### config.mk
export PLATFORM = sky130hd
export DESIGN_NAME = distinct_prime_factors
export DESIGN_NICKNAME = d
export VERILOG_FILES = /design/src/hw/rtl/dpf_pkg.sv /design/src/hw/rtl/distinct_prime_factors.sv
export SDC_FILE = /design/constraint.sdc
export NUM_CORES = 1
export LEC_CHECK = 0
export ABC_AREA = 1
export BUFFER_PORTS_ARGS = -buffer_cell sky130_fd_sc_hd__buf_2
export CAP_MARGIN = 30
export CORE_MARGIN = 4
export CORE_UTILIZATION = 55
export CTS_BUF_LIST = sky130_fd_sc_hd__clkbuf_16
export CTS_CLUSTER_SIZE = 30
export DETAILED_ROUTE_END_ITERATION = 16
export PLACE_DENSITY_LB_ADDON = 0.1
export REMOVE_ABC_BUFFERS = 1
export SLEW_MARGIN = 20
export SYNTH_ARGS = -nofsm -noshare
export SYNTH_HDL_FRONTEND = slang
export SYNTH_SLANG_ARGS = --single-unit
### constraint.sdc
create_clock -name clk_i -period 6.6 [get_ports clk_i]
set_clock_uncertainty 0.15 [all_clocks]
set_input_delay 0.66 -clock clk_i [delete_from_list [all_inputs] [get_ports clk_i]]
set_output_delay 0.66 -clock clk_i [all_outputs]
set_load 0.01 [all_outputs]
### src/hw/rtl/dpf_pkg.sv
package dpf_pkg;

  localparam int unsigned ValueBits   = 31;
  // A trial divisor never passes floor(sqrt(2^ValueBits)) + 1.
  localparam int unsigned DivBits     = (ValueBits + 1) / 2 + 1;
  // Square of the trial divisor; stays below 2^(ValueBits+1).
  localparam int unsigned SqBits      = ValueBits + 1;
  localparam int unsigned ResultLimit = 9;
  localparam int unsigned CountBits   = $clog2(ResultLimit + 1);
  localparam int unsigned BitCntBits  = $clog2(ValueBits);

  typedef logic [ValueBits-1:0] value_t;
  typedef logic [DivBits-1:0]   div_t;
  typedef logic [SqBits-1:0]    sq_t;
  typedef logic [CountBits-1:0] count_t;
  typedef logic [BitCntBits-1:0] bitcnt_t;

  typedef enum logic [4:0] {
    StIdle   = 5'b00001,
    StCheck  = 5'b00010,
    StDiv    = 5'b00100,
    StFinish = 5'b01000,
    StLast   = 5'b10000
  } state_e;

endpackage

### src/hw/rtl/distinct_prime_factors.sv
// Distinct prime factors by trial division. A request is taken when start_i is
// high and busy_o is low; number_i is then factored and its distinct primes come
// out in ascending order, one per valid_o pulse, the final one flagged by last_o.
// Inputs below two give a single pulse with prime_o = 0, last_o = 1 and
// no_factor_o = 1 in the cycle after the request, and the block stays free.
// The receiver cannot stall: each result is on the ports for exactly one cycle
// with valid_o high and must be taken then. Every trial divisor costs one
// bit-serial restoring division plus the square test in StCheck; each extra
// division that strips a repeated factor costs another division, and the
// wind-down passes through StFinish and, when two primes remain, StLast. The
// total is data dependent and worst for a prime near 2^31. The bit-serial
// divider is the only arithmetic loop, so the divider sets the rate. Searching
// stops at nine results.
module distinct_prime_factors import dpf_pkg::*; (
  input  logic                 clk_i,
  input  logic                 rst_ni,
  input  logic                 start_i,
  input  logic [ValueBits-1:0] number_i,
  output logic                 busy_o,
  output logic                 valid_o,
  output logic [ValueBits-1:0] prime_o,
  output logic                 last_o,
  output logic                 no_factor_o
);

  state_e  state_q, state_d;

  // Working remainder and trial divisor with its running square.
  value_t  rem_q, rem_d;
  div_t    div_q, div_d;
  sq_t     sq_q, sq_d;

  // Divider: quotient shift register (starts as dividend) and partial remainder.
  value_t  quo_q, quo_d;
  div_t    part_q, part_d;
  bitcnt_t bit_cnt_q, bit_cnt_d;

  // Current divisor already recorded as a prime; number of primes found.
  logic    hit_q, hit_d;
  count_t  count_q, count_d;

  // One prime held back so the last one can be flagged.
  logic    pend_v_q, pend_v_d;
  value_t  pend_q, pend_d;

  // Output register.
  logic    valid_q, valid_d;
  value_t  prime_q, prime_d;
  logic    last_q, last_d;
  logic    nf_q, nf_d;

  // One restoring division step.
  logic [DivBits:0] part_shift;
  logic             step_ge;
  div_t             part_next;
  value_t           quo_next;

  assign part_shift = {part_q, quo_q[ValueBits-1]};
  assign step_ge    = part_shift >= {1'b0, div_q};
  assign part_next  = step_ge ? DivBits'(part_shift - {1'b0, div_q})
                              : DivBits'(part_shift);
  assign quo_next   = {quo_q[ValueBits-2:0], step_ge};

  logic more_trials;
  logic rem_left;

  assign more_trials = ({1'b0, rem_q} >= sq_q) && (count_q < count_t'(ResultLimit));
  assign rem_left    = (rem_q > value_t'(1)) && (count_q < count_t'(ResultLimit));

  always_comb begin
    state_d   = state_q;
    rem_d     = rem_q;
    div_d     = div_q;
    sq_d      = sq_q;
    quo_d     = quo_q;
    part_d    = part_q;
    bit_cnt_d = bit_cnt_q;
    hit_d     = hit_q;
    count_d   = count_q;
    pend_v_d  = pend_v_q;
    pend_d    = pend_q;
    valid_d   = 1'b0;
    prime_d   = prime_q;
    last_d    = last_q;
    nf_d      = nf_q;

    unique case (state_q)
      StIdle: begin
        if (start_i) begin
          rem_d   = number_i;
          div_d   = div_t'(2);
          if (number_i[ValueBits-1:1] == '0) begin
            // no prime factor: answer at once
            valid_d = 1'b1;
            prime_d = '0;
            last_d  = 1'b1;
            nf_d    = 1'b1;
          end else begin
            sq_d     = sq_t'(4);
            hit_d    = 1'b0;
            count_d  = '0;
            pend_v_d = 1'b0;
            state_d  = StCheck;
          end
        end
      end

      StCheck: begin
        if (more_trials) begin
          quo_d     = rem_q;
          part_d    = '0;
          bit_cnt_d = bitcnt_t'(ValueBits - 1);
          state_d   = StDiv;
        end else begin
          state_d = StFinish;
        end
      end

      StDiv: begin
        quo_d     = quo_next;
        part_d    = part_next;
        bit_cnt_d = bit_cnt_q - bitcnt_t'(1);
        if (bit_cnt_q == '0) begin
          if (part_next == '0) begin
            // divides: strip it and try again with the same divisor
            rem_d     = quo_next;
            part_d    = '0;
            bit_cnt_d = bitcnt_t'(ValueBits - 1);
            if (!hit_q) begin
              hit_d    = 1'b1;
              count_d  = count_q + count_t'(1);
              pend_v_d = 1'b1;
              pend_d   = ValueBits'(div_q);
              if (pend_v_q) begin
                valid_d = 1'b1;
                prime_d = pend_q;
                last_d  = 1'b0;
                nf_d    = 1'b0;
              end
            end
          end else begin
            // next divisor: (d+1)^2 = d^2 + 2d + 1
            div_d   = div_q + div_t'(1);
            sq_d    = sq_q + SqBits'({div_q, 1'b1});
            hit_d   = 1'b0;
            state_d = StCheck;
          end
        end
      end

      StFinish: begin
        valid_d = 1'b1;
        nf_d    = 1'b0;
        if (rem_left && pend_v_q) begin
          prime_d = pend_q;
          last_d  = 1'b0;
          pend_d  = rem_q;
          state_d = StLast;
        end else if (rem_left) begin
          prime_d = rem_q;
          last_d  = 1'b1;
          state_d = StIdle;
        end else begin
          prime_d = pend_q;
          last_d  = 1'b1;
          state_d = StIdle;
        end
      end

      StLast: begin
        valid_d = 1'b1;
        prime_d = pend_q;
        last_d  = 1'b1;
        nf_d    = 1'b0;
        state_d = StIdle;
      end

      default: state_d = StIdle;
    endcase
  end

  always_ff @(posedge clk_i or negedge rst_ni) begin
    if (!rst_ni) begin
      state_q  <= StIdle;
      rem_q    <= '0;
      div_q    <= div_t'(2);
      valid_q  <= 1'b0;
      pend_v_q <= 1'b0;
      hit_q    <= 1'b0;
      count_q  <= '0;
    end else begin
      state_q  <= state_d;
      rem_q    <= rem_d;
      div_q    <= div_d;
      valid_q  <= valid_d;
      pend_v_q <= pend_v_d;
      hit_q    <= hit_d;
      count_q  <= count_d;
    end
  end

  always_ff @(posedge clk_i) begin
    sq_q      <= sq_d;
    quo_q     <= quo_d;
    part_q    <= part_d;
    bit_cnt_q <= bit_cnt_d;
    pend_q    <= pend_d;
    prime_q   <= prime_d;
    last_q    <= last_d;
    nf_q      <= nf_d;
  end

  assign busy_o      = (state_q != StIdle);
  assign valid_o     = valid_q;
  assign prime_o     = prime_q;
  assign last_o      = last_q;
  assign no_factor_o = nf_q;

endmodule
## After elaboration in Yosys (flattened, before gate mapping)

Cells that the tools add are included.

| operators by class | value |
|---|---|
| $add $sub $neg | 5 |
| $lt $le $gt $ge | 4 |
| equal/unequal tests | 16 |
| muxes and demuxes | 76 |
| reduce and logical (&&, ||, !) cells | 22 |

Operator list:

| operator | count |
|---|---|
| two-way mux 31 bit | 16 |
| one-hot mux 31 bit (2 select lines) | 3 |
| two-way mux 32 bit | 4 |
| one-hot mux 31 bit (4 select lines) | 1 |
| two-way mux 17 bit | 7 |
| one-hot mux 17 bit (2 select lines) | 2 |
| one-hot mux 32 bit (2 select lines) | 1 |
| two-way mux 5 bit | 8 |
| adder 32 x 18 -> 32 bit | 1 |
| >= comparator 31 x 32 -> 1 bit | 1 |
| greater-than comparator 31 x 1 -> 1 bit (second input constant) | 1 |
| zero test 30 bit | 1 |
| two-way mux 4 bit | 6 |
| two-way mux 1 bit | 20 |
| inequality test 2 bit (second input constant) | 10 |
| one-hot mux 5 bit (4 select lines) | 1 |
| >= comparator 18 x 17 -> 1 bit | 1 |
| adder 17 x 1 -> 17 bit (second input constant) | 1 |
| zero test 17 bit | 1 |
| subtractor 17 bit | 1 |
| AND reduction 4 bit | 4 |
| AND reduction 7 bit | 2 |
| one-hot mux 5 bit (2 select lines) | 1 |
| AND reduction 5 bit | 2 |
| 21 further kinds | 27 |

| storage, ports and cells | value |
|---|---|
| register bits after elaboration | 209 |
| input bits | 34 |
| output and inout port bits | 35 |

## Logic depth before layout (Yosys ltp)

| depth | value |
|---|---|
| depth after elaboration | 6 |
| depth in mapped cells | 23 |
| depth with buffers taken out | 22 |

## Worst setup path after synthesis

Ideal clock, no wire load.

| timing | value |
|---|---|
| path type | flip-flop to flip-flop |
| start point | register div_q[1] |
| end point | register last_q, in the netlist last_o, enable pin |
| library setup time | 0.421 ns |
| arrival time | 3.801 ns |
| required time | 6.029 ns |
| slack | 2.228 ns |
| stages on the path, launching flop included | 18 |
| path through | dfstp_2 -> inv_1 -> fa_1 -> nand3_1 -> nand3_2 -> nand2_2 -> nand2_2 -> buf_4 -> nand2_1 -> nand2_1 -> nor2_1 -> nand2_1 -> nor2_1 -> nand3_1 -> nand2_2 -> buf_6 -> nand2_1 -> nor2_1 |

| between the ends | value |
|---|---|
| longest elaborated chain between the ends | 5 |
| elaborated cells on any way between the ends | 6 |
| those cells by class | add/sub: 1; order compare: 1; eq/ne: 1; mux: 1; reduce/logical: 2 |

Ends and longest elaborated chain:

| what | line | RTL |
|---|---|---|
| start: declaration | distinct_prime_factors.sv:30 | `div_t div_q, div_d;` |
| start signal: assignment | distinct_prime_factors.sv:186 | `div_q <= div_t'(2);` |
| start signal: assignment | distinct_prime_factors.sv:194 | `div_q <= div_d;` |
| subtractor 17 bit or >= comparator 18 x 17 -> 1 bit (tied branches) | distinct_prime_factors.sv:60, distinct_prime_factors.sv:59 |  |
| two-way mux 17 bit * | distinct_prime_factors.sv:60 | `assign part_next = step_ge ? DivBits'(part_shift - {1'b0, div_q})` |
| zero test 17 bit * | distinct_prime_factors.sv:124 | `if (part_next == '0) begin` |
| inequality test 2 bit (no line) * | -- |  |
| AND reduction 7 bit (no line) * | -- |  |
| end signal: assignment | distinct_prime_factors.sv:209 | `last_q <= last_d;` |
| end: declaration | distinct_prime_factors.sv:49 | `logic last_q, last_d;` |

Mark *: on every way between the ends. The rest lies on a longest branch, timed or not.
A chain may end at the register's enable or synchronous reset.

## Final worst setup path

| timing | value |
|---|---|
| start point | register quo_q[30] |
| end point | register pend_q[8], enable pin |

| between the ends | value |
|---|---|
| longest elaborated chain between the ends | 5 |
| elaborated cells on any way between the ends | 6 |
| those cells by class | add/sub: 1; order compare: 1; eq/ne: 1; mux: 1; reduce/logical: 2 |

Ends and longest elaborated chain:

| what | line | RTL |
|---|---|---|
| start: declaration | distinct_prime_factors.sv:34 | `value_t quo_q, quo_d;` |
| start signal: assignment | distinct_prime_factors.sv:204 | `quo_q <= quo_d;` |
| subtractor 17 bit or >= comparator 18 x 17 -> 1 bit (tied branches) | distinct_prime_factors.sv:60, distinct_prime_factors.sv:59 |  |
| two-way mux 17 bit * | distinct_prime_factors.sv:60 |  |
| zero test 17 bit * | distinct_prime_factors.sv:124 |  |
| inequality test 2 bit (no line) * | -- |  |
| AND reduction 5 bit (no line) * | -- |  |
| end signal: assignment | distinct_prime_factors.sv:207 | `pend_q <= pend_d;` |
| end: declaration | distinct_prime_factors.sv:44 | `value_t pend_q, pend_d;` |

Marks and branches as above.

==> impl_summary.log <==
INFO  metric synth_warnings = 0
INFO  metric critPathMaxFanout = 39
INFO  metric gpl.final_weighted_congestion = roughly 0.94
INFO  metric pwr-share-comb = around 38%
INFO  metric cp-start-kind = register
INFO  metric swShare = between 40 and 50%
INFO  metric grt_usage = 26.7%
INFO  metric synth_top_family_by_area = simple AND/OR/NAND/NOR gates
INFO  metric largest_area_contributor_in_the_synthesized_netlist = sky130_fd_sc_hd__edfxtp_1
INFO  metric placement.cell_area = 13000 sq um
INFO  metric synthCells = 1515
INFO  metric antenna-diode-count = 0
INFO  metric timing.critical_path.cells = inv_1, ha_1, inv_1, fa_1, nand3_1, nand3_2, nand2_2, nand2_2, nand2_1, nand2_1, nor2_1, nand2_1, nor2_1, nand3_1, nand2_2, buf_4, nand3_1, nor2_2, buf_4
INFO  metric finalHoldViolCount = 0
INFO  metric stdcell_area = around 14000 sq um
INFO  metric drt_first_iter_violations = about 1100
INFO  metric initial_antenna_violation_count = 0
INFO  metric critical_path.reg2reg.startpoint = quo_q[30]$_DFFE_PP_
INFO  metric outcome = complete, no violations
INFO  metric fin_util = between 60% and 70%
INFO  metric wl = 33600 microns
INFO  metric r2r_setup_slack = between 2 and 2.5 ns
INFO  metric post_drt_wl_per_cell = roughly 18 microns
INFO  metric rsz0062_at_grt = false
INFO  metric holdPathStages = 3
INFO  metric row_count = 54
INFO  metric leakage = 6.31 nW
INFO  metric clock.fmax = about 0.23 GHz
INFO  metric insertion_delay = about 0.53 ns
INFO  metric slowest_stage = sky130_fd_sc_hd__fa_1
INFO  metric postcts_setup_bufs = 0
INFO  metric cpPeakStageDelay = 0.46 ns
INFO  metric grtUsageMet3 = under 10%
INFO  metric synth_xor_xnor_area_share = between 1 and 1.5%
INFO  metric synth_top_cells_by_area = sky130_fd_sc_hd__edfxtp_1 (36%), sky130_fd_sc_hd__nand2_1 (13%), sky130_fd_sc_hd__dfrtp_1 (12%), sky130_fd_sc_hd__ha_1 (6.9%), sky130_fd_sc_hd__inv_1 (6.2%)
INFO  metric synth_cell_types = between 40 and 50
INFO  metric clock_tree.root_cell = sky130_fd_sc_hd__clkbuf_16
INFO  metric syn_area = roughly 12000 sq um
INFO  metric worstHoldPathType = primary input to register
INFO  metric timing.setup.critical_path_class = register to register
INFO  metric synth-main-ff-cell = sky130_fd_sc_hd__edfxtp_1
INFO  metric top_level_ports = 69
INFO  metric via_count_of_the_first_global_routing_pass = 9710
INFO  metric cts.reportedPaths.clkPinSlew = 0.06 ns
INFO  metric final_nets = around 1700
INFO  metric hold-path-endpoint = rem_q[0]$_DFFE_PN0P_
INFO  metric die_span_y = ~160 microns
INFO  metric core = 22000 sq um
INFO  metric clkSinkCount = 209
INFO  metric postSynthAreaPerCell = 8.21 sq um
INFO  metric max_cap_viol_count = 0
INFO  metric critical_path_arrival = about 4.4 ns
INFO  metric timing.critical_path.to_type = register
INFO  metric setup-tns-final = 0 ns
INFO  metric power.share.sequential = between 40% and 50%
INFO  metric drive_gt1_share = between 8 and 9%
INFO  metric setup-violations-final = 0
INFO  metric cts_tree = yes
INFO  metric cts_repair_resize_count = 0
INFO  metric drt_pre_antenna_iters = 7
INFO  metric synth_enable_flop_cells = between 100 and 150
INFO  metric grt_overflow = 0
INFO  metric gr-usage-met2 = between 40 and 50%
INFO  metric worst_vdd_rail_ir_drop = 0.200 mV
INFO  metric netlist_top_cells_count = sky130_fd_sc_hd__nand2_1 (426), sky130_fd_sc_hd__inv_1 (206), sky130_fd_sc_hd__edfxtp_1 (149)
INFO  metric max-slew-margin-rel = 46.0%
INFO  metric r2r_end = pend_q[8]$_DFFE_PP_
INFO  metric hpwlAfterDp = about 24000 microns
INFO  metric grt_use_met1 = ~40%
INFO  metric top_usage_layer = met1
INFO  metric fillers = between 1500 and 2000
INFO  metric min_from = number_i[0]
INFO  metric grt_max_degree = 70
INFO  metric worst-slew-pin-transition = between 0.8 and 0.9 ns
INFO  metric clock_path_buffers = 3
INFO  metric power.net_switching = 2.27 mW
INFO  metric whs = roughly 0.3 ns
INFO  metric synth.top_cell.area_share = 36.0%
INFO  metric timing.final.crit_period = around 4.4 ns
INFO  metric synth-simple-area-share = a little under a quarter
INFO  metric synthToLayoutAreaGrowth = 10.8%
INFO  metric die_width = approximately 160 microns
INFO  metric dieArea = between 20000 and 30000 sq um
INFO  metric drc_errors = 0
INFO  metric synth_compound_area_share = a little under an eighth
INFO  metric first_pass_grt_wire_length = approximately 53000 microns
INFO  metric asyncSetResetFlopFracSynth = 28.7%
INFO  metric power.density = 399 nW/um^2
INFO  metric report.final.slew_viol_count = 0
INFO  metric ys_seq_elements = around 210
INFO  metric num_vias = about 11000
INFO  metric cts_buffers = 23
INFO  metric worst_r2r_path_depth = 19
INFO  metric yosysSeqAreaShare = 48.0%
INFO  metric yosys.area_share.adder = ~7.3%
INFO  metric initial_core_util = a little under three fifths
INFO  metric routed_via_density = 5.67
INFO  metric power.clock.fraction = 21.7%
INFO  metric critPathBufInv = 4
INFO  metric synth_mux_area_share = 0%
INFO  metric total_power = ~5.5 mW
INFO  metric drtAntennaViolNets = 0
INFO  metric cell_class_contributing_the_biggest_share_of_worst_path_delay = simple AND/OR/NAND/NOR gates
INFO  metric share_of_the_clock_period_used_by_the_worst_path_after_layout = 67.0%
INFO  metric clock_tree.htree_level_count = 1
INFO  metric critPathRequiredTime = 6.61 ns
INFO  metric portBuffers = 68
INFO  metric synthMostInstantiatedCell = sky130_fd_sc_hd__nand2_1
INFO  metric power.internal = between 3 and 4 mW
placed cells by master, fill, tap and decap left out, types with 3 or more instances in the layout:
cell type / instances
sky130_fd_sc_hd__o21a_1: 6
sky130_fd_sc_hd__nor3_1: 15
sky130_fd_sc_hd__buf_4: 11
sky130_fd_sc_hd__dfrtp_1: 58
sky130_fd_sc_hd__a21boi_0: 8
sky130_fd_sc_hd__xnor2_1: 3
sky130_fd_sc_hd__o21ai_0: 120
sky130_fd_sc_hd__edfxtp_1: 149
sky130_fd_sc_hd__and2_1: 3
sky130_fd_sc_hd__o21ai_1: 16
sky130_fd_sc_hd__ha_1: 69
sky130_fd_sc_hd__clkbuf_16: 24
sky130_fd_sc_hd__o211ai_1: 7
sky130_fd_sc_hd__nor2_1: 98
sky130_fd_sc_hd__o21bai_1: 10
sky130_fd_sc_hd__nand4_1: 27
sky130_fd_sc_hd__clkinv_2: 3
sky130_fd_sc_hd__buf_2: 68
sky130_fd_sc_hd__a21oi_1: 86
sky130_fd_sc_hd__nand2_2: 8
sky130_fd_sc_hd__nand3_1: 93
sky130_fd_sc_hd__xor2_1: 15
sky130_fd_sc_hd__inv_1: 215
sky130_fd_sc_hd__nor4_1: 10
sky130_fd_sc_hd__inv_2: 3
sky130_fd_sc_hd__nand2_1: 425
sky130_fd_sc_hd__nor2_2: 4
how the worst max path moves through the flow:
stage	start	endpoint	cells past startpoint
after CTS	div_q[14]$_DFFE_PN0P_	prime_o[4]$_DFFE_PP_	17
after floorplan	state_q[1]$_DFFE_PN0P_	sq_q[0]$_SDFFCE_PN0P_	7
after global routing	quo_q[30]$_DFFE_PP_	pend_q[8]$_DFFE_PP_	19
after global placement	div_q[14]$_DFFE_PN0P_	pend_q[2]$_DFFE_PP_	19
final	quo_q[30]$_DFFE_PP_	pend_q[8]$_DFFE_PP_	19
after detailed placement	div_q[14]$_DFFE_PN0P_	prime_o[0]$_DFFE_PP_	17
worst reg2reg max path, delay by kind of cell (launching register included):
family | cells | cell delay [ns]
DFF | 1 | 0.45
buffers and inverters | 4 | 0.98
and+or+nand+nor | 13 | 1.84
adders and majority gates | 2 | 0.60
metrics by stage:
stage                     worst slack (ns)  std cells
after floorplan                      -5.02       1470
after global placement                2.31       1829
after detailed placement              2.22       1829
after CTS                             2.20       1870
after global routing                  1.77       1874
final                                 2.18       1874
per-layer routing:
layer  up-vias  share of wire (%)
met1      4996                 48
met2       397                 44
met4         0                1.7
met5         -                  0
li1       5187                  -
met3        37                7.2
logic make-up (layout without fill, tap and decap cells):
family | Yosys count | in the layout
DFF | 209 | 209
buffers and inverters | 253 | 332
and+or+nand+nor | 696 | 696
xor gates and xnor gates | 18 | 18
adders and majority gates | 71 | 71
AOI/OAI and AO/OA | 268 | 268
flip-flops by register name (all words and copies together), names as in the netlist, 4 cells and up:
signal,cells
state_q,5
div_q,17
sq_q,32
rem_q,31
quo_q,31
count_q,4
bit_cnt_q,5
pend_q,31
part_q,17
prime_o,31
timing repair:
action,4_1_cts,5_1_grt
endpoints found under the setup margin,0,0
hold buffers,0,1
hold endpoints to repair,0,11
area by class of cell:
cell class,count,area (sq um),area share [%]
Clock buffer,24,601,4.36
Clock inverter,17,88.8,0.644
Inverter,208,781,5.66
Multi-Input combinational cell,1053,5480,39.7
Sequential cell,209,5980,43.4
Tap cell,280,350,2.54
Timing Repair Buffer,83,508,3.68
power groups by stage:
stage | clock network, mW | registers, mW | logic (mW)
6_report | 1.20 | 2.24 | 2.07
5_1_grt | 1.27 | 2.27 | 2.38
3_3_place_gp | 0 | 2.24 | 1.99
3_5_place_dp | 0 | 2.25 | 2.03
4_1_cts | 1.21 | 2.23 | 2.05
2_1_floorplan | 0 | 2.20 | 1.36
Power figures use the tool's default switching activity.
